<file path="src/rtl/nfi_pkg.sv">
// ----------------------------------------------------------------------------
// nfi_pkg
// Shared widths, limits, codes and the saturating clamp of the Newton
// forward-difference interpolator.
// ----------------------------------------------------------------------------
package nfi_pkg;

  localparam int MAX_POINTS = 8;
  localparam int FRAC_BITS  = 16;

  localparam int DATA_W  = 32;
  localparam int ACC_W   = 48;
  localparam int HALF_W  = 24;
  localparam int CNT_W   = $clog2(MAX_POINTS + 1);
  localparam int ADDR_W  = $clog2(MAX_POINTS);
  localparam int MID_W   = DATA_W + 1;
  localparam int DVD_W   = MID_W + FRAC_BITS;
  localparam int QMAG_W  = DVD_W - 1;
  localparam int DVS_W   = MID_W;
  localparam int CLAMP_W = (DVD_W > ACC_W + 1) ? DVD_W : ACC_W + 1;
  localparam int PROD_W  = 4 * HALF_W;
  localparam int PROD_LIM_EXP = 62;

  localparam logic signed [ACC_W-1:0] ACC_MAX = {1'b0, {(ACC_W-1){1'b1}}};
  localparam logic signed [ACC_W-1:0] ACC_MIN = -ACC_MAX;
  localparam logic signed [ACC_W-1:0] OUT_MAX =
    {{(ACC_W-DATA_W+1){1'b0}}, {(DATA_W-1){1'b1}}};
  localparam logic signed [ACC_W-1:0] OUT_MIN = ~OUT_MAX;

  localparam logic REQ_LOAD = 1'b0;
  localparam logic REQ_EVAL = 1'b1;

  localparam logic [2:0] STATUS_OK        = 3'd0;
  localparam logic [2:0] STATUS_EXTRAP    = 3'd1;
  localparam logic [2:0] STATUS_UNEQUAL   = 3'd2;
  localparam logic [2:0] STATUS_TOO_FEW   = 3'd3;
  localparam logic [2:0] STATUS_SATURATED = 3'd4;
  localparam logic [2:0] STATUS_DROPPED   = 3'd5;

  typedef struct packed {
    logic                    sat;
    logic signed [ACC_W-1:0] val;
  } clamp_t;

  function automatic clamp_t clamp_acc(input logic signed [CLAMP_W-1:0] v);
    clamp_t r;
    if (v > CLAMP_W'(ACC_MAX)) begin
      r.sat = 1'b1;
      r.val = ACC_MAX;
    end else if (v < CLAMP_W'(ACC_MIN)) begin
      r.sat = 1'b1;
      r.val = ACC_MIN;
    end else begin
      r.sat = 1'b0;
      r.val = v[ACC_W-1:0];
    end
    return r;
  endfunction

endpackage

</file>
<file path="src/rtl/nfi_ram.sv">
// ----------------------------------------------------------------------------
// nfi_ram
// Simple dual-port synchronous RAM, one write and one registered read port.
// ----------------------------------------------------------------------------
module nfi_ram #(
  parameter int WIDTH = 32,
  parameter int DEPTH = 8
) (
  input  logic                     clk_i,
  input  logic                     we_i,
  input  logic [$clog2(DEPTH)-1:0] waddr_i,
  input  logic [WIDTH-1:0]         wdata_i,
  input  logic [$clog2(DEPTH)-1:0] raddr_i,
  output logic [WIDTH-1:0]         rdata_o
);

  logic [WIDTH-1:0] mem_q [DEPTH];
  logic [WIDTH-1:0] rdata_q;

  always_ff @(posedge clk_i) begin
    if (we_i) begin
      mem_q[waddr_i] <= wdata_i;
    end
    rdata_q <= mem_q[raddr_i];
  end

  assign rdata_o = rdata_q;

endmodule

</file>
<file path="src/rtl/nfi_div.sv">
// ----------------------------------------------------------------------------
// nfi_div
// Iterative signed divider, one quotient bit per cycle, truncating toward
// zero.
// ----------------------------------------------------------------------------
module nfi_div import nfi_pkg::*; (
  input  logic                    clk_i,
  input  logic                    rst_ni,
  input  logic                    start_i,
  input  logic signed [DVD_W-1:0] dividend_i,
  input  logic signed [DVS_W-1:0] divisor_i,
  output logic                    done_o,
  output logic signed [DVD_W-1:0] quotient_o
);

  localparam int DCNT_W = $clog2(QMAG_W + 1);

  logic              busy_q;
  logic              done_q;
  logic [DCNT_W-1:0] cnt_q;
  logic [DVS_W-1:0]  rem_q;
  logic [QMAG_W-1:0] quo_q;
  logic [DVS_W-1:0]  dvs_q;
  logic              neg_q;

  logic [DVD_W-1:0]  dvd_abs;
  logic [DVS_W-1:0]  dvs_abs;
  logic [DVS_W:0]    shifted;
  logic [DVS_W:0]    rem_sub;
  logic              qbit;
  logic [DVD_W-1:0]  q_ext;

  always_comb begin
    dvd_abs = dividend_i[DVD_W-1] ? DVD_W'(-dividend_i) : DVD_W'(dividend_i);
    dvs_abs = divisor_i[DVS_W-1] ? DVS_W'(-divisor_i) : DVS_W'(divisor_i);
    shifted = {rem_q, quo_q[QMAG_W-1]};
    if (shifted >= {1'b0, dvs_q}) begin
      rem_sub = shifted - {1'b0, dvs_q};
      qbit    = 1'b1;
    end else begin
      rem_sub = shifted;
      qbit    = 1'b0;
    end
  end

  always_ff @(posedge clk_i or negedge rst_ni) begin
    if (!rst_ni) begin
      busy_q <= 1'b0;
      done_q <= 1'b0;
      cnt_q  <= '0;
    end else begin
      done_q <= !start_i && busy_q && (cnt_q == DCNT_W'(QMAG_W - 1));
      if (start_i) begin
        busy_q <= 1'b1;
        cnt_q  <= '0;
      end else if (busy_q) begin
        cnt_q <= cnt_q + 1'b1;
        if (cnt_q == DCNT_W'(QMAG_W - 1)) begin
          busy_q <= 1'b0;
        end
      end
    end
  end

  always_ff @(posedge clk_i) begin
    if (start_i) begin
      rem_q <= '0;
      quo_q <= dvd_abs[QMAG_W-1:0];
      dvs_q <= dvs_abs;
      neg_q <= dividend_i[DVD_W-1] ^ divisor_i[DVS_W-1];
    end else if (busy_q) begin
      rem_q <= rem_sub[DVS_W-1:0];
      quo_q <= {quo_q[QMAG_W-2:0], qbit};
    end
  end

  assign q_ext      = {1'b0, quo_q};
  assign quotient_o = neg_q ? -$signed(q_ext) : $signed(q_ext);
  assign done_o     = done_q;

endmodule

</file>
<file path="src/rtl/nfi_mul.sv">
// ----------------------------------------------------------------------------
// nfi_mul
// Saturating fixed-point multiplier built from four half-width partial
// products taken over successive cycles.
// ----------------------------------------------------------------------------
module nfi_mul import nfi_pkg::*; (
  input  logic                    clk_i,
  input  logic                    rst_ni,
  input  logic                    start_i,
  input  logic signed [ACC_W-1:0] a_i,
  input  logic signed [ACC_W-1:0] b_i,
  output logic                    done_o,
  output logic                    sat_o,
  output logic signed [ACC_W-1:0] product_o
);

  localparam logic [PROD_W-1:0] PROD_LIM = PROD_W'(1) << PROD_LIM_EXP;

  logic                    busy_q;
  logic [2:0]              cnt_q;
  logic                    pv_q;
  logic                    fin_q;
  logic                    done_q;
  logic [2*HALF_W-1:0]     ua_q;
  logic [2*HALF_W-1:0]     ub_q;
  logic                    neg_q;
  logic [2*HALF_W-1:0]     prod_q;
  logic [1:0]              sh_q;
  logic [PROD_W-1:0]       acc_q;
  logic                    sat_q;
  logic signed [ACC_W-1:0] res_q;

  logic [HALF_W-1:0]       pa;
  logic [HALF_W-1:0]       pb;
  logic [PROD_W-1:0]       prod_shifted;
  logic [PROD_W-1:0]       acc_scaled;
  logic                    sat_fin;
  logic [ACC_W-1:0]        mag_fin;

  always_comb begin
    pa = cnt_q[1] ? ua_q[2*HALF_W-1:HALF_W] : ua_q[HALF_W-1:0];
    pb = cnt_q[0] ? ub_q[2*HALF_W-1:HALF_W] : ub_q[HALF_W-1:0];
    case (sh_q)
      2'd0:    prod_shifted = PROD_W'(prod_q);
      2'd1:    prod_shifted = PROD_W'(prod_q) << HALF_W;
      2'd2:    prod_shifted = PROD_W'(prod_q) << (2 * HALF_W);
      default: prod_shifted = '0;
    endcase
    acc_scaled = acc_q >> FRAC_BITS;
    sat_fin    = (acc_q > PROD_LIM) || (acc_scaled > PROD_W'(ACC_MAX));
    mag_fin    = sat_fin ? ACC_MAX : acc_scaled[ACC_W-1:0];
  end

  always_ff @(posedge clk_i or negedge rst_ni) begin
    if (!rst_ni) begin
      busy_q <= 1'b0;
      cnt_q  <= '0;
      pv_q   <= 1'b0;
      fin_q  <= 1'b0;
      done_q <= 1'b0;
    end else begin
      fin_q  <= !start_i && busy_q && cnt_q[2];
      done_q <= fin_q;
      pv_q   <= busy_q && !cnt_q[2] && !start_i;
      if (start_i) begin
        busy_q <= 1'b1;
        cnt_q  <= '0;
      end else if (busy_q) begin
        cnt_q <= cnt_q + 1'b1;
        if (cnt_q[2]) begin
          busy_q <= 1'b0;
        end
      end
    end
  end

  always_ff @(posedge clk_i) begin
    if (start_i) begin
      ua_q  <= (2*HALF_W)'(a_i[ACC_W-1] ? ACC_W'(-a_i) : ACC_W'(a_i));
      ub_q  <= (2*HALF_W)'(b_i[ACC_W-1] ? ACC_W'(-b_i) : ACC_W'(b_i));
      neg_q <= a_i[ACC_W-1] ^ b_i[ACC_W-1];
      acc_q <= '0;
    end else begin
      if (busy_q && !cnt_q[2]) begin
        prod_q <= pa * pb;
        sh_q   <= 2'(cnt_q[1]) + 2'(cnt_q[0]);
      end
      if (pv_q) begin
        acc_q <= acc_q + prod_shifted;
      end
      if (fin_q) begin
        sat_q <= sat_fin;
        res_q <= neg_q ? -$signed(mag_fin) : $signed(mag_fin);
      end
    end
  end

  assign done_o    = done_q;
  assign sat_o     = sat_q;
  assign product_o = res_q;

endmodule

</file>
<file path="src/rtl/newton_forward_interpolator.sv">
// ----------------------------------------------------------------------------
// newton_forward_interpolator
// Newton forward-difference interpolation over class-interval data.
// ----------------------------------------------------------------------------
// Input channel (in_valid_i / in_stall_o): a load transaction appends one
// class interval unless the set is already full, in which case the row is
// dropped and flagged; the midpoint and frequency go to the point memory. A
// load gives no result; a load after an evaluate starts a new set. An
// evaluate transaction reads the point memory, builds the forward difference
// table in place in the work memory and returns one result on the output
// channel (out_valid_o / out_stall_i).
// An evaluate runs a scan of the points and a check, a division for p, then
// for each order j a difference sweep, two multiplies (one for j=1) and, from
// the second order on, a division by j. Fewer than two points, or unequal or
// zero spacing, returns a zero value without the divisions.
// Only one evaluate is in flight; in_stall_o is high while it runs. A
// finished result waits in the output register while out_stall_i is high,
// and loads are still taken meanwhile.
// Reset clears the point count, the dropped flag and the set flag; memory
// contents are not cleared.
// ----------------------------------------------------------------------------
module newton_forward_interpolator import nfi_pkg::*; (
  input  logic                     clk_i,
  input  logic                     rst_ni,
  input  logic                     in_valid_i,
  output logic                     in_stall_o,
  input  logic                     req_type_i,
  input  logic signed [DATA_W-1:0] lower_bound_i,
  input  logic signed [DATA_W-1:0] upper_bound_i,
  input  logic signed [DATA_W-1:0] frequency_i,
  input  logic signed [DATA_W-1:0] query_x_i,
  output logic                     out_valid_o,
  input  logic                     out_stall_i,
  output logic signed [DATA_W-1:0] interp_value_o,
  output logic [2:0]               status_o
);

  typedef enum logic [3:0] {
    S_IDLE, S_SCAN, S_CHK, S_PDIV, S_DIFF, S_FSUB,
    S_CMUL, S_CDIV, S_MACC, S_AMUL, S_FIN, S_DONE
  } state_e;

  state_e                  state_q;
  logic [CNT_W-1:0]        point_count_q;
  logic                    rows_dropped_q;
  logic                    set_closed_q;
  logic signed [DATA_W-1:0] xq_q;
  logic signed [DATA_W-1:0] m0_q;
  logic signed [DATA_W-1:0] mlast_q;
  logic signed [DATA_W-1:0] prev_mid_q;
  logic signed [MID_W-1:0]  h_q;
  logic                    uneq_q;
  logic signed [ACC_W-1:0] acc_q;
  logic signed [ACC_W-1:0] p_q;
  logic signed [ACC_W-1:0] c_q;
  logic signed [ACC_W-1:0] d0_q;
  logic signed [ACC_W-1:0] prev_w_q;
  logic                    sat_q;
  logic [ADDR_W-1:0]       j_q;
  logic [ADDR_W-1:0]       addr_q;
  logic                    issue_q;
  logic                    rv_q;
  logic [ADDR_W-1:0]       ridx_q;
  logic signed [DATA_W-1:0] res_value_q;
  logic [2:0]              res_status_q;
  logic                    out_valid_q;
  logic signed [DATA_W-1:0] out_value_q;
  logic [2:0]              out_status_q;

  logic                    in_acc;
  logic [CNT_W-1:0]        eff_cnt;
  logic                    load_full;
  logic [MID_W-1:0]        bound_sum;
  logic                    pt_we;
  logic [2*DATA_W-1:0]     pt_wdata;
  logic [2*DATA_W-1:0]     pt_rdata;
  logic                    wk_we;
  logic [ADDR_W-1:0]       wk_waddr;
  logic [ACC_W-1:0]        wk_wdata;
  logic [ACC_W-1:0]        wk_rdata;
  logic signed [ACC_W-1:0] work_rd;
  logic signed [DATA_W-1:0] mid_rd;
  logic signed [DATA_W-1:0] frq_rd;
  logic signed [MID_W-1:0]  gap;
  logic [ADDR_W-1:0]       nm1;
  logic [ADDR_W-1:0]       nmj;
  logic [ADDR_W-1:0]       last_addr;
  logic [ADDR_W-1:0]       jm1;
  logic signed [CLAMP_W-1:0] jscaled;
  clamp_t                  diff_cl;
  clamp_t                  fsub_cl;
  clamp_t                  pq_cl;
  clamp_t                  sum_cl;
  logic signed [MID_W-1:0]  dx;
  logic                    div_start;
  logic signed [DVD_W-1:0] div_dvd;
  logic signed [DVS_W-1:0] div_dvs;
  logic                    div_done;
  logic signed [DVD_W-1:0] div_quo;
  logic                    mul_start;
  logic signed [ACC_W-1:0] mul_b;
  logic                    mul_done;
  logic                    mul_sat;
  logic signed [ACC_W-1:0] mul_prod;
  logic                    over_hi;
  logic                    over_lo;
  logic                    fin_sat;
  logic signed [DATA_W-1:0] lo_x;
  logic signed [DATA_W-1:0] hi_x;

  always_comb begin
    in_acc    = in_valid_i && (state_q == S_IDLE);
    eff_cnt   = set_closed_q ? '0 : point_count_q;
    load_full = (eff_cnt == CNT_W'(MAX_POINTS));
    bound_sum = MID_W'(lower_bound_i) + MID_W'(upper_bound_i);
    pt_we     = in_acc && (req_type_i == REQ_LOAD) && !load_full;
    pt_wdata  = {bound_sum[MID_W-1:1], frequency_i};

    mid_rd  = $signed(pt_rdata[2*DATA_W-1:DATA_W]);
    frq_rd  = $signed(pt_rdata[DATA_W-1:0]);
    work_rd = $signed(wk_rdata);
    gap     = MID_W'(mid_rd) - MID_W'(prev_mid_q);

    nm1       = ADDR_W'(point_count_q - 1'b1);
    nmj       = ADDR_W'(point_count_q - CNT_W'(j_q));
    last_addr = (state_q == S_SCAN) ? nm1 : nmj;
    jm1       = j_q - 1'b1;
    jscaled   = CLAMP_W'({jm1, {FRAC_BITS{1'b0}}});

    diff_cl = clamp_acc(CLAMP_W'(work_rd) - CLAMP_W'(prev_w_q));
    fsub_cl = clamp_acc(CLAMP_W'(p_q) - jscaled);
    pq_cl   = clamp_acc(CLAMP_W'(div_quo));
    sum_cl  = clamp_acc(CLAMP_W'(acc_q) + CLAMP_W'(mul_prod));

    wk_we    = 1'b0;
    wk_waddr = ridx_q;
    wk_wdata = ACC_W'(frq_rd);
    if (rv_q && state_q == S_SCAN) begin
      wk_we = 1'b1;
    end else if (rv_q && state_q == S_DIFF && ridx_q != '0) begin
      wk_we    = 1'b1;
      wk_waddr = ridx_q - 1'b1;
      wk_wdata = diff_cl.val;
    end

    dx        = MID_W'(xq_q) - MID_W'(m0_q);
    div_start = 1'b0;
    div_dvd   = {dx, {FRAC_BITS{1'b0}}};
    div_dvs   = h_q;
    if (state_q == S_CHK && h_q != '0 && !uneq_q) begin
      div_start = 1'b1;
    end else if (state_q == S_CMUL && mul_done) begin
      div_start = 1'b1;
      div_dvd   = DVD_W'(mul_prod);
      div_dvs   = DVS_W'({1'b0, j_q});
    end

    mul_start = (state_q == S_FSUB) || (state_q == S_MACC);
    mul_b     = (state_q == S_FSUB) ? fsub_cl.val : d0_q;

    over_hi = acc_q > OUT_MAX;
    over_lo = acc_q < OUT_MIN;
    fin_sat = sat_q || over_hi || over_lo;
    lo_x    = (m0_q > mlast_q) ? mlast_q : m0_q;
    hi_x    = (m0_q > mlast_q) ? m0_q : mlast_q;
  end

  nfi_ram #(
    .WIDTH (2 * DATA_W),
    .DEPTH (MAX_POINTS)
  ) u_point_ram (
    .clk_i   (clk_i),
    .we_i    (pt_we),
    .waddr_i (eff_cnt[ADDR_W-1:0]),
    .wdata_i (pt_wdata),
    .raddr_i (addr_q),
    .rdata_o (pt_rdata)
  );

  nfi_ram #(
    .WIDTH (ACC_W),
    .DEPTH (MAX_POINTS)
  ) u_work_ram (
    .clk_i   (clk_i),
    .we_i    (wk_we),
    .waddr_i (wk_waddr),
    .wdata_i (wk_wdata),
    .raddr_i (addr_q),
    .rdata_o (wk_rdata)
  );

  nfi_div u_div (
    .clk_i      (clk_i),
    .rst_ni     (rst_ni),
    .start_i    (div_start),
    .dividend_i (div_dvd),
    .divisor_i  (div_dvs),
    .done_o     (div_done),
    .quotient_o (div_quo)
  );

  nfi_mul u_mul (
    .clk_i     (clk_i),
    .rst_ni    (rst_ni),
    .start_i   (mul_start),
    .a_i       (c_q),
    .b_i       (mul_b),
    .done_o    (mul_done),
    .sat_o     (mul_sat),
    .product_o (mul_prod)
  );

  always_ff @(posedge clk_i or negedge rst_ni) begin
    if (!rst_ni) begin
      state_q        <= S_IDLE;
      point_count_q  <= '0;
      rows_dropped_q <= 1'b0;
      set_closed_q   <= 1'b0;
      issue_q        <= 1'b0;
      rv_q           <= 1'b0;
      out_valid_q    <= 1'b0;
    end else begin
      if (out_valid_q && !out_stall_i && state_q != S_DONE) begin
        out_valid_q <= 1'b0;
      end

      rv_q <= issue_q;
      if (issue_q) begin
        ridx_q <= addr_q;
        if (addr_q == last_addr) begin
          issue_q <= 1'b0;
        end else begin
          addr_q <= addr_q + 1'b1;
        end
      end

      case (state_q)
        S_IDLE: begin
          if (in_acc && req_type_i == REQ_LOAD) begin
            set_closed_q <= 1'b0;
            if (load_full) begin
              rows_dropped_q <= 1'b1;
              point_count_q  <= eff_cnt;
            end else begin
              rows_dropped_q <= set_closed_q ? 1'b0 : rows_dropped_q;
              point_count_q  <= eff_cnt + 1'b1;
            end
          end else if (in_acc) begin
            set_closed_q <= 1'b1;
            sat_q        <= 1'b0;
            uneq_q       <= 1'b0;
            xq_q         <= query_x_i;
            if (point_count_q < CNT_W'(2)) begin
              res_value_q  <= '0;
              res_status_q <= STATUS_TOO_FEW;
              state_q      <= S_DONE;
            end else begin
              addr_q  <= '0;
              issue_q <= 1'b1;
              state_q <= S_SCAN;
            end
          end
        end
        S_SCAN: begin
          if (rv_q) begin
            if (ridx_q == '0) begin
              m0_q  <= mid_rd;
              acc_q <= ACC_W'(frq_rd);
            end else if (ridx_q == ADDR_W'(1)) begin
              h_q <= gap;
            end else if (gap != h_q) begin
              uneq_q <= 1'b1;
            end
            prev_mid_q <= mid_rd;
            mlast_q    <= mid_rd;
            if (ridx_q == nm1) begin
              state_q <= S_CHK;
            end
          end
        end
        S_CHK: begin
          if (h_q == '0 || uneq_q) begin
            res_value_q  <= '0;
            res_status_q <= STATUS_UNEQUAL;
            state_q      <= S_DONE;
          end else begin
            state_q <= S_PDIV;
          end
        end
        S_PDIV: begin
          if (div_done) begin
            p_q     <= pq_cl.val;
            c_q     <= pq_cl.val;
            sat_q   <= sat_q | pq_cl.sat;
            j_q     <= ADDR_W'(1);
            addr_q  <= '0;
            issue_q <= 1'b1;
            state_q <= S_DIFF;
          end
        end
        S_DIFF: begin
          if (rv_q) begin
            prev_w_q <= work_rd;
            if (ridx_q != '0) begin
              sat_q <= sat_q | diff_cl.sat;
            end
            if (ridx_q == ADDR_W'(1)) begin
              d0_q <= diff_cl.val;
            end
            if (ridx_q == nmj) begin
              state_q <= (j_q > ADDR_W'(1)) ? S_FSUB : S_MACC;
            end
          end
        end
        S_FSUB: begin
          sat_q   <= sat_q | fsub_cl.sat;
          state_q <= S_CMUL;
        end
        S_CMUL: begin
          if (mul_done) begin
            sat_q   <= sat_q | mul_sat;
            state_q <= S_CDIV;
          end
        end
        S_CDIV: begin
          if (div_done) begin
            c_q     <= div_quo[ACC_W-1:0];
            state_q <= S_MACC;
          end
        end
        S_MACC: begin
          state_q <= S_AMUL;
        end
        S_AMUL: begin
          if (mul_done) begin
            acc_q <= sum_cl.val;
            sat_q <= sat_q | mul_sat | sum_cl.sat;
            if (j_q == nm1) begin
              state_q <= S_FIN;
            end else begin
              j_q     <= j_q + 1'b1;
              addr_q  <= '0;
              issue_q <= 1'b1;
              state_q <= S_DIFF;
            end
          end
        end
        S_FIN: begin
          if (over_hi) begin
            res_value_q <= OUT_MAX[DATA_W-1:0];
          end else if (over_lo) begin
            res_value_q <= OUT_MIN[DATA_W-1:0];
          end else begin
            res_value_q <= acc_q[DATA_W-1:0];
          end
          if (fin_sat) begin
            res_status_q <= STATUS_SATURATED;
          end else if (rows_dropped_q) begin
            res_status_q <= STATUS_DROPPED;
          end else if (xq_q < lo_x || xq_q > hi_x) begin
            res_status_q <= STATUS_EXTRAP;
          end else begin
            res_status_q <= STATUS_OK;
          end
          state_q <= S_DONE;
        end
        S_DONE: begin
          if (!out_valid_q || !out_stall_i) begin
            out_valid_q  <= 1'b1;
            out_value_q  <= res_value_q;
            out_status_q <= res_status_q;
            state_q      <= S_IDLE;
          end
        end
        default: begin
          state_q <= S_IDLE;
        end
      endcase
    end
  end

  assign in_stall_o     = (state_q != S_IDLE);
  assign out_valid_o    = out_valid_q;
  assign interp_value_o = out_value_q;
  assign status_o       = out_status_q;

endmodule

</file>
<file path="config.mk">
export PLATFORM = sky130hd
export DESIGN_NAME = newton_forward_interpolator
export DESIGN_NICKNAME = d
export VERILOG_FILES = /design/src/rtl/nfi_pkg.sv /design/src/rtl/nfi_ram.sv /design/src/rtl/nfi_div.sv /design/src/rtl/nfi_mul.sv /design/src/rtl/newton_forward_interpolator.sv
export SDC_FILE = /design/constraint.sdc
export NUM_CORES = 2
export LEC_CHECK = 0
export CAP_MARGIN = 10
export CORE_MARGIN = 2
export CORE_UTILIZATION = 60
export CTS_BUF_LIST = sky130_fd_sc_hd__clkbuf_8
export DETAILED_ROUTE_END_ITERATION = 8
export DONT_BUFFER_PORTS = 1
export GPL_TIMING_DRIVEN = 0
export PLACE_DENSITY = 0.79
export REMOVE_ABC_BUFFERS = 1
export SYNTH_ARGS = -nofsm -noshare
export SYNTH_HDL_FRONTEND = slang
export SYNTH_SLANG_ARGS = --single-unit
</file>
<file path="constraint.sdc">
create_clock -name clk_i -period 8.75 [get_ports clk_i]
set_input_delay 1.75 -clock clk_i [delete_from_list [all_inputs] [get_ports clk_i]]
set_output_delay 1.75 -clock clk_i [all_outputs]
set_load 0.005 [all_outputs]
</file>
**Word level (Yosys, flattened, before mapping)**

Memory sizes are Yosys's and may differ from the RTL's. A register that Yosys moved wholly into a read port is not among the register bits.
Index checks and enable logic that the tools add are counted.

- Flip-flop bits (word level): 885
- Memory bits (writable): 896
- Memories: 2
- Logic and storage cells: 348
- Latch bits: 0
- Output and inout port bits: 37
- Memory bits (read-only): 0
- Input port bits: 133

- $mul: 1
- Order comparisons: 18
- Divide/modulo/power cells: 0
- Bitwise logic cells: 11
- Eq/ne operators: 41
- Muxes and demuxes: 134
- Reductions and logical operators: 69
- Shift-type cells: 0
- Add/subtract/negate cells: 24

Memories:

| name | depth | width | rd ports | clocked after memory_dff | wr ports | RTL line | source |
|---|---|---|---|---|---|---|---|
| u_point_ram.mem_q | 8 | 64 | 1 | 1 | 1 | nfi_ram.sv:17 | `logic [WIDTH-1:0] mem_q [DEPTH];` |
| u_work_ram.mem_q | 8 | 48 | 1 | 1 | 1 | nfi_ram.sv:17 |  |

Operators by type and width:

| operator | number |
|---|---|
| $mux 48 | 13 |
| $mux 49 | 11 |
| $mux 32 | 9 |
| $pmux 96 s3 | 1 |
| $gt 49x48->1 const B | 4 |
| $lt 49x48->1 const B | 4 |
| $neg 48->48 | 4 |
| $pmux 48 s2 | 2 |
| $mux 33 | 3 |
| $add 96x96->96 | 1 |
| $gt 96x63->1 const B | 1 |
| $pmux 32 s3 | 1 |
| $mux 47 | 2 |
| $gt 80x47->1 const B | 1 |
| $mux 4 | 17 |
| $mux 3 | 22 |
| $sub 32x32->33 | 2 |
| $gt 32x32->1 | 2 |
| $add 48x48->49 | 1 |
| $neg 48->49 | 1 |
| $sub 48x20->49 | 1 |
| $sub 48x48->49 | 1 |
| $gt 48x32->1 const B | 1 |
| $lt 48x32->1 const B | 1 |
| 59 further kinds | 192 |

**Longest topological paths before layout**

- Word-level depth: 9
- Mapped depth: 33
- Mapped depth without buffers: 30

**Modules after synthesis**

A second synthesis with hierarchy kept.

- Cells, all modules: 10844
- Area, all modules: 120141.5 um^2

Modules (own cells, without submodules):

| module | cells each | seq. area each (um^2) | instances | area an instance (um^2) |
|---|---|---|---|---|
| nfi_mul | 4406 | 7982.7 | 1 | 38951.1 |
| newton_forward_interpolator | 3930 | 13838.3 | 1 | 35544.1 |
| nfi_ram at u_point_ram | 816 | 16656.0 | 1 | 20547.2 |
| nfi_ram at u_work_ram | 616 | 12492.0 | 1 | 15620.0 |
| nfi_div | 1076 | 3323.2 | 1 | 9479.1 |

**Worst setup path before layout**

Ideal clock, no wire load.

- Path type: input to register
- Start point: in in_valid_i
- End point: mem u_point_ram.mem_q[1][0] (netlist name), enable pin
- Library setup time: 644 ps
- Required time: 8106 ps
- Arrival time: 8446 ps
- Buffers on the path: 0
- Stages: 4
- Slack: -341 ps
- Cell sequence: nand2_1 -> nor2_1 -> o31ai_1 -> nor4_1

- Word-level cells in the longest chain between the ends: 5

Ends and longest elaborated chain:

| item | RTL line | source |
|---|---|---|
| start, declared | newton_forward_interpolator.sv:25 | `input logic in_valid_i,` |
| $logic_and 1x1->1 | newton_forward_interpolator.sv:112 | `in_acc = in_valid_i && (state_q == S_IDLE);` |
| $logic_and 1x1->1 (2 in a row) | newton_forward_interpolator.sv:116 | `pt_we = in_acc && (req_type_i == REQ_LOAD) && !load_full;` |
| $mux 1 | nfi_ram.sv:21 | `if (we_i) begin` |
| $mux 1 (implied by the code) | nfi_ram.sv:22 | `mem_q[waddr_i] <= wdata_i;` |
| end, declared | nfi_ram.sv:17 |  |

No other way between the ends.

**Worst setup path after layout**

- Start point: reg u_mul.cnt_q[0]
- End point: reg u_mul.prod_q[46] (data pin)

- Word-level cells in the longest chain between the ends: 2

Ends and longest elaborated chain:

| item | RTL line | source |
|---|---|---|
| start, declared | nfi_mul.sv:20 | `logic [2:0] cnt_q;` |
| start signal, assigned | nfi_mul.sv:69 | `cnt_q <= cnt_q + 1'b1;` |
| $mux 24 | nfi_mul.sv:42 | `pb = cnt_q[0] ? ub_q[2*HALF_W-1:HALF_W] : ub_q[HALF_W-1:0];` |
| $mul 24x24->48 | nfi_mul.sv:85 | `prod_q <= pa * pb;` |
| end signal, assigned | nfi_mul.sv:85 |  |
| end, declared | nfi_mul.sv:27 | `logic [2*HALF_W-1:0] prod_q;` |

No other way between the ends.
A chain may end at the register's enable or synchronous reset.

==> flow_metrics.py <==
metrics = {
    "timing": {
        "setup_slack_ns": 0.176,
        "skew_ns": 0.152,
        "hold_violations": 0,
        "period_minus_slack_ns": 8.57,
        "finalCritPeriodShare": 0.980,
        "fmax_mhz": 117,
        "maxSlewViolCount": 0,
        "relSlewSlack": 0.138,
        "worst_pin_slew_ns": 1.29,
        "setup_viol": 0,
    },
    "critical_path": {
        "cp_slowest_stage_delay_ns": 0.56,
        "path_buf_inv": 6,
        "path_max_fanout": 15,
        "regToRegSetupSlack_ns": 0.18,
        "criticalPathCategory": "reg -> reg",
        "cp-end-kind": "register",
        "crit_path_start_kind": "register",
        "slowest_stage": "fa_1",
        "crit_required_ns": 9.53,
        "cp.arrival_ns": 9.35,
        "critPathTopFamily": "adder cells",
        "crit_top_cell": "fa_1",
    },
    "routing": {
        "drc": 0,
        "firstDrtPassIters": 8,
        "post_drt_wl_per_cell_um": 26.0,
        "viasPerCell": 6.47,
        "drt_iter0_drc": 9714,
        "num_vias": 88200,
        "drt_wl_total_um": 355000,
        "final_antenna_net_count": 0,
    },
    "clocking": {
        "cts_root_buf": "clkbuf_8",
        "cts_max_level": 5,
        "tritoncts": "yes",
        "clk_pin_slew_ns": 0.06,
        "hold_buffers": 0,
        "cts.sink_count": 1893,
        "clockBufferDepth": 4,
        "cts-buffers-inserted": 324,
        "clock_latency_ns": 1.08,
    },
    "global_route": {
        "use_met3": 0.0736,
        "grtUsageTotal": 0.347,
        "grt_util_met1": 0.440,
        "grt_max_degree": 142,
        "grt.overflow.total": 0,
        "grt_pass1_vias": 87000,
        "gr-usage-met2": 0.545,
        "grt_pass1_wl_um": 526000,
        "grt-busiest-layer": "met2",
        "antenna_found_initial": 23,
    },
    "layout": {
        "final_nets": 12000,
        "fin_area_um2": 131000,
        "layout-drive-gt1-share": 0.117,
        "fillers": 14100,
        "syn2layout_area_growth_pct": 10.8,
        "stdcell_count": 13600,
    },
    "logic_synthesis": {
        "synth_edf_count": 1624,
        "synthDistinctLibCells": 102,
        "synth_area_um2": 118000,
        "yosys_warnings": 0,
        "netlist_instances": 10600,
        "yosys_most_used_dff": "edfxtp_1",
        "yosysSeqAreaShare": 0.458,
        "synth-async-reset-ratio": 0.0148,
        "syn_avg_cell_area_um2": 11.2,
        "synth_seq_cells": 1893,
    },
    "floorplanning": {
        "num_rows": 163,
        "dieArea_um2": 201000,
        "io_pins": 170,
        "coreArea_um2": 197000,
        "die_w_um": 448,
        "die_h_um": 448,
        "start_util": 0.602,
    },
    "place": {
        "place_area_um2": 124000,
        "port_buffers": 0,
        "gp_congestion": 0.983,
        "dp_slack_ns": -0.701,
        "place_inst": 13000,
        "hpwl_um": 259000,
    },
    "flow_run": {
        "cap_violations": 0,
    },
    "status": {
        "run_status": "finished, final reports clean",
    },
    "hold_path": {
        "hold_class": "reg -> reg",
    },
}
==> routing by layer <==
layer / share of wire / up-vias / wire [um]
li1: - / 38900 / -
met1: 0.37 / 43200 / 133000
met2: 0.46 / 4889 / 162000
met3: 0.096 / 1168 / 34100
met4: 0.072 / 26 / 25400
met5: 0.00051 / - / 181
==> cells by family (layout without fill, tap and decap cells) <==
| family | count (synthesis) | count (layout) | share of synthesized area |
|---|---|---|---|
| flip-flops | 1893 | 1893 | 0.458 |
| AND/OR/NAND/NOR | 2935 | 2935 | 0.116 |
| XOR/XNOR | 575 | 575 | 0.0427 |
| adder cells (fa/ha/maj) | 1108 | 1108 | 0.148 |
| other | 0 | 7 | 0 |
| buffers and inverters | 1326 | 1681 | 0.0421 |
| AO/OA/AOI/OAI | 2224 | 2224 | 0.121 |
| multiplexers | 559 | 567 | 0.0727 |
==> cell usage after synthesis (109+ instances only) <==
cell	number	area share
o21ai_0	465	0.020
ha_1	610	0.064
fa_1	491	0.083
mux2i_1	166	0.014
dfxtp_1	241	0.041
mux2_2	169	0.016
nor3_1	198	0.0084
inv_1	851	0.027
nand2_1	760	0.024
xnor2_1	328	0.024
a21o_1	227	0.014
nand4_1	109	0.0058
nor2_1	1054	0.033
a21oi_1	645	0.027
o31ai_1	113	0.0072
nand3_1	142	0.0060
edfxtp_1	1624	0.41
clkbuf_1	409	0.013
mux4_2	224	0.043
xor2_1	245	0.018
==> repair_timing <==
item	CTS	global route
buffers inserted	10	43
gates resized for setup	39	56
pin swaps	0	12
cloned	2	8
setup endpoints to repair	10	9
==> final timing paths <==
path,to,cells past startpoint,start
worst min-delay path,prev_w_q[42],0,u_work_ram.rdata_o[42]
worst max-delay path,u_mul.prod_q[46],29,u_mul.cnt_q[0]
max in group asynchronous,u_mul.cnt_q[0],0,rst_ni
worst max register to register,u_mul.prod_q[46],29,u_mul.cnt_q[0]
worst min register to register,prev_w_q[42],0,u_work_ram.rdata_o[42]
min in group asynchronous,u_div.cnt_q[5],0,rst_ni
==> placed cells by master, fill, tap and decap left out, types with 54 or more instances in the layout <==
cell,n
o21a_1,85
o21ai_0,464
xnor2_1,328
clkbuf_8,366
or3_1,85
xor2_1,245
or4_1,54
a211oi_1,83
mux2_2,149
nor2b_1,78
edfxtp_1,1624
nand2_1,760
buf_16,56
and2_1,95
nand4_1,109
a21o_1,227
and3_1,64
a21oi_1,643
buf_4,87
a31oi_1,73
inv_1,958
fa_1,490
o21bai_1,58
nor4_1,79
mux4_2,224
o31ai_1,111
nand2b_1,78
ha_1,602
nor2_1,1036
nand3_1,139
nor3_1,191
mux2i_1,123
dfxtp_1,241
==> per-stage QoR <==
stage | hold slack (ns) | util | setup TNS [ns]
final | 0.368 | 0.667 | 0
after global routing | 0.351 | 0.667 | -0.0207
after CTS | 0.320 | 0.663 | 0
after detailed placement | 0.390 | 0.629 | -3.08
after global placement | 0.381 | 0.610 | -3556.95
after floorplan | 0.346 | - | -196.34
==> sequential cells by signal (all words and copies together) (netlist names), 64 cells and up <==
| register | count |
|---|---|
| u_point_ram.rdata_o | 64 |
| u_work_ram.mem_q | 384 |
| u_mul.acc_q | 96 |
| u_point_ram.mem_q | 512 |
==> final cells by class <==
class	count	area, um2	share of cell area
sequential	1893	54300	0.414
inverter	857	3230	0.0246
multi-input combinational	7409	60300	0.459
clock inverter	206	1360	0.0104
antenna	7	17.5	0.000133
clock buffer	366	5040	0.0384
timing repair buffer	252	3810	0.0290
tap	2640	3300	0.0252
Power is not shown: default switching activity piles up to over one toggle a cycle in this logic, so the estimate is an artifact.
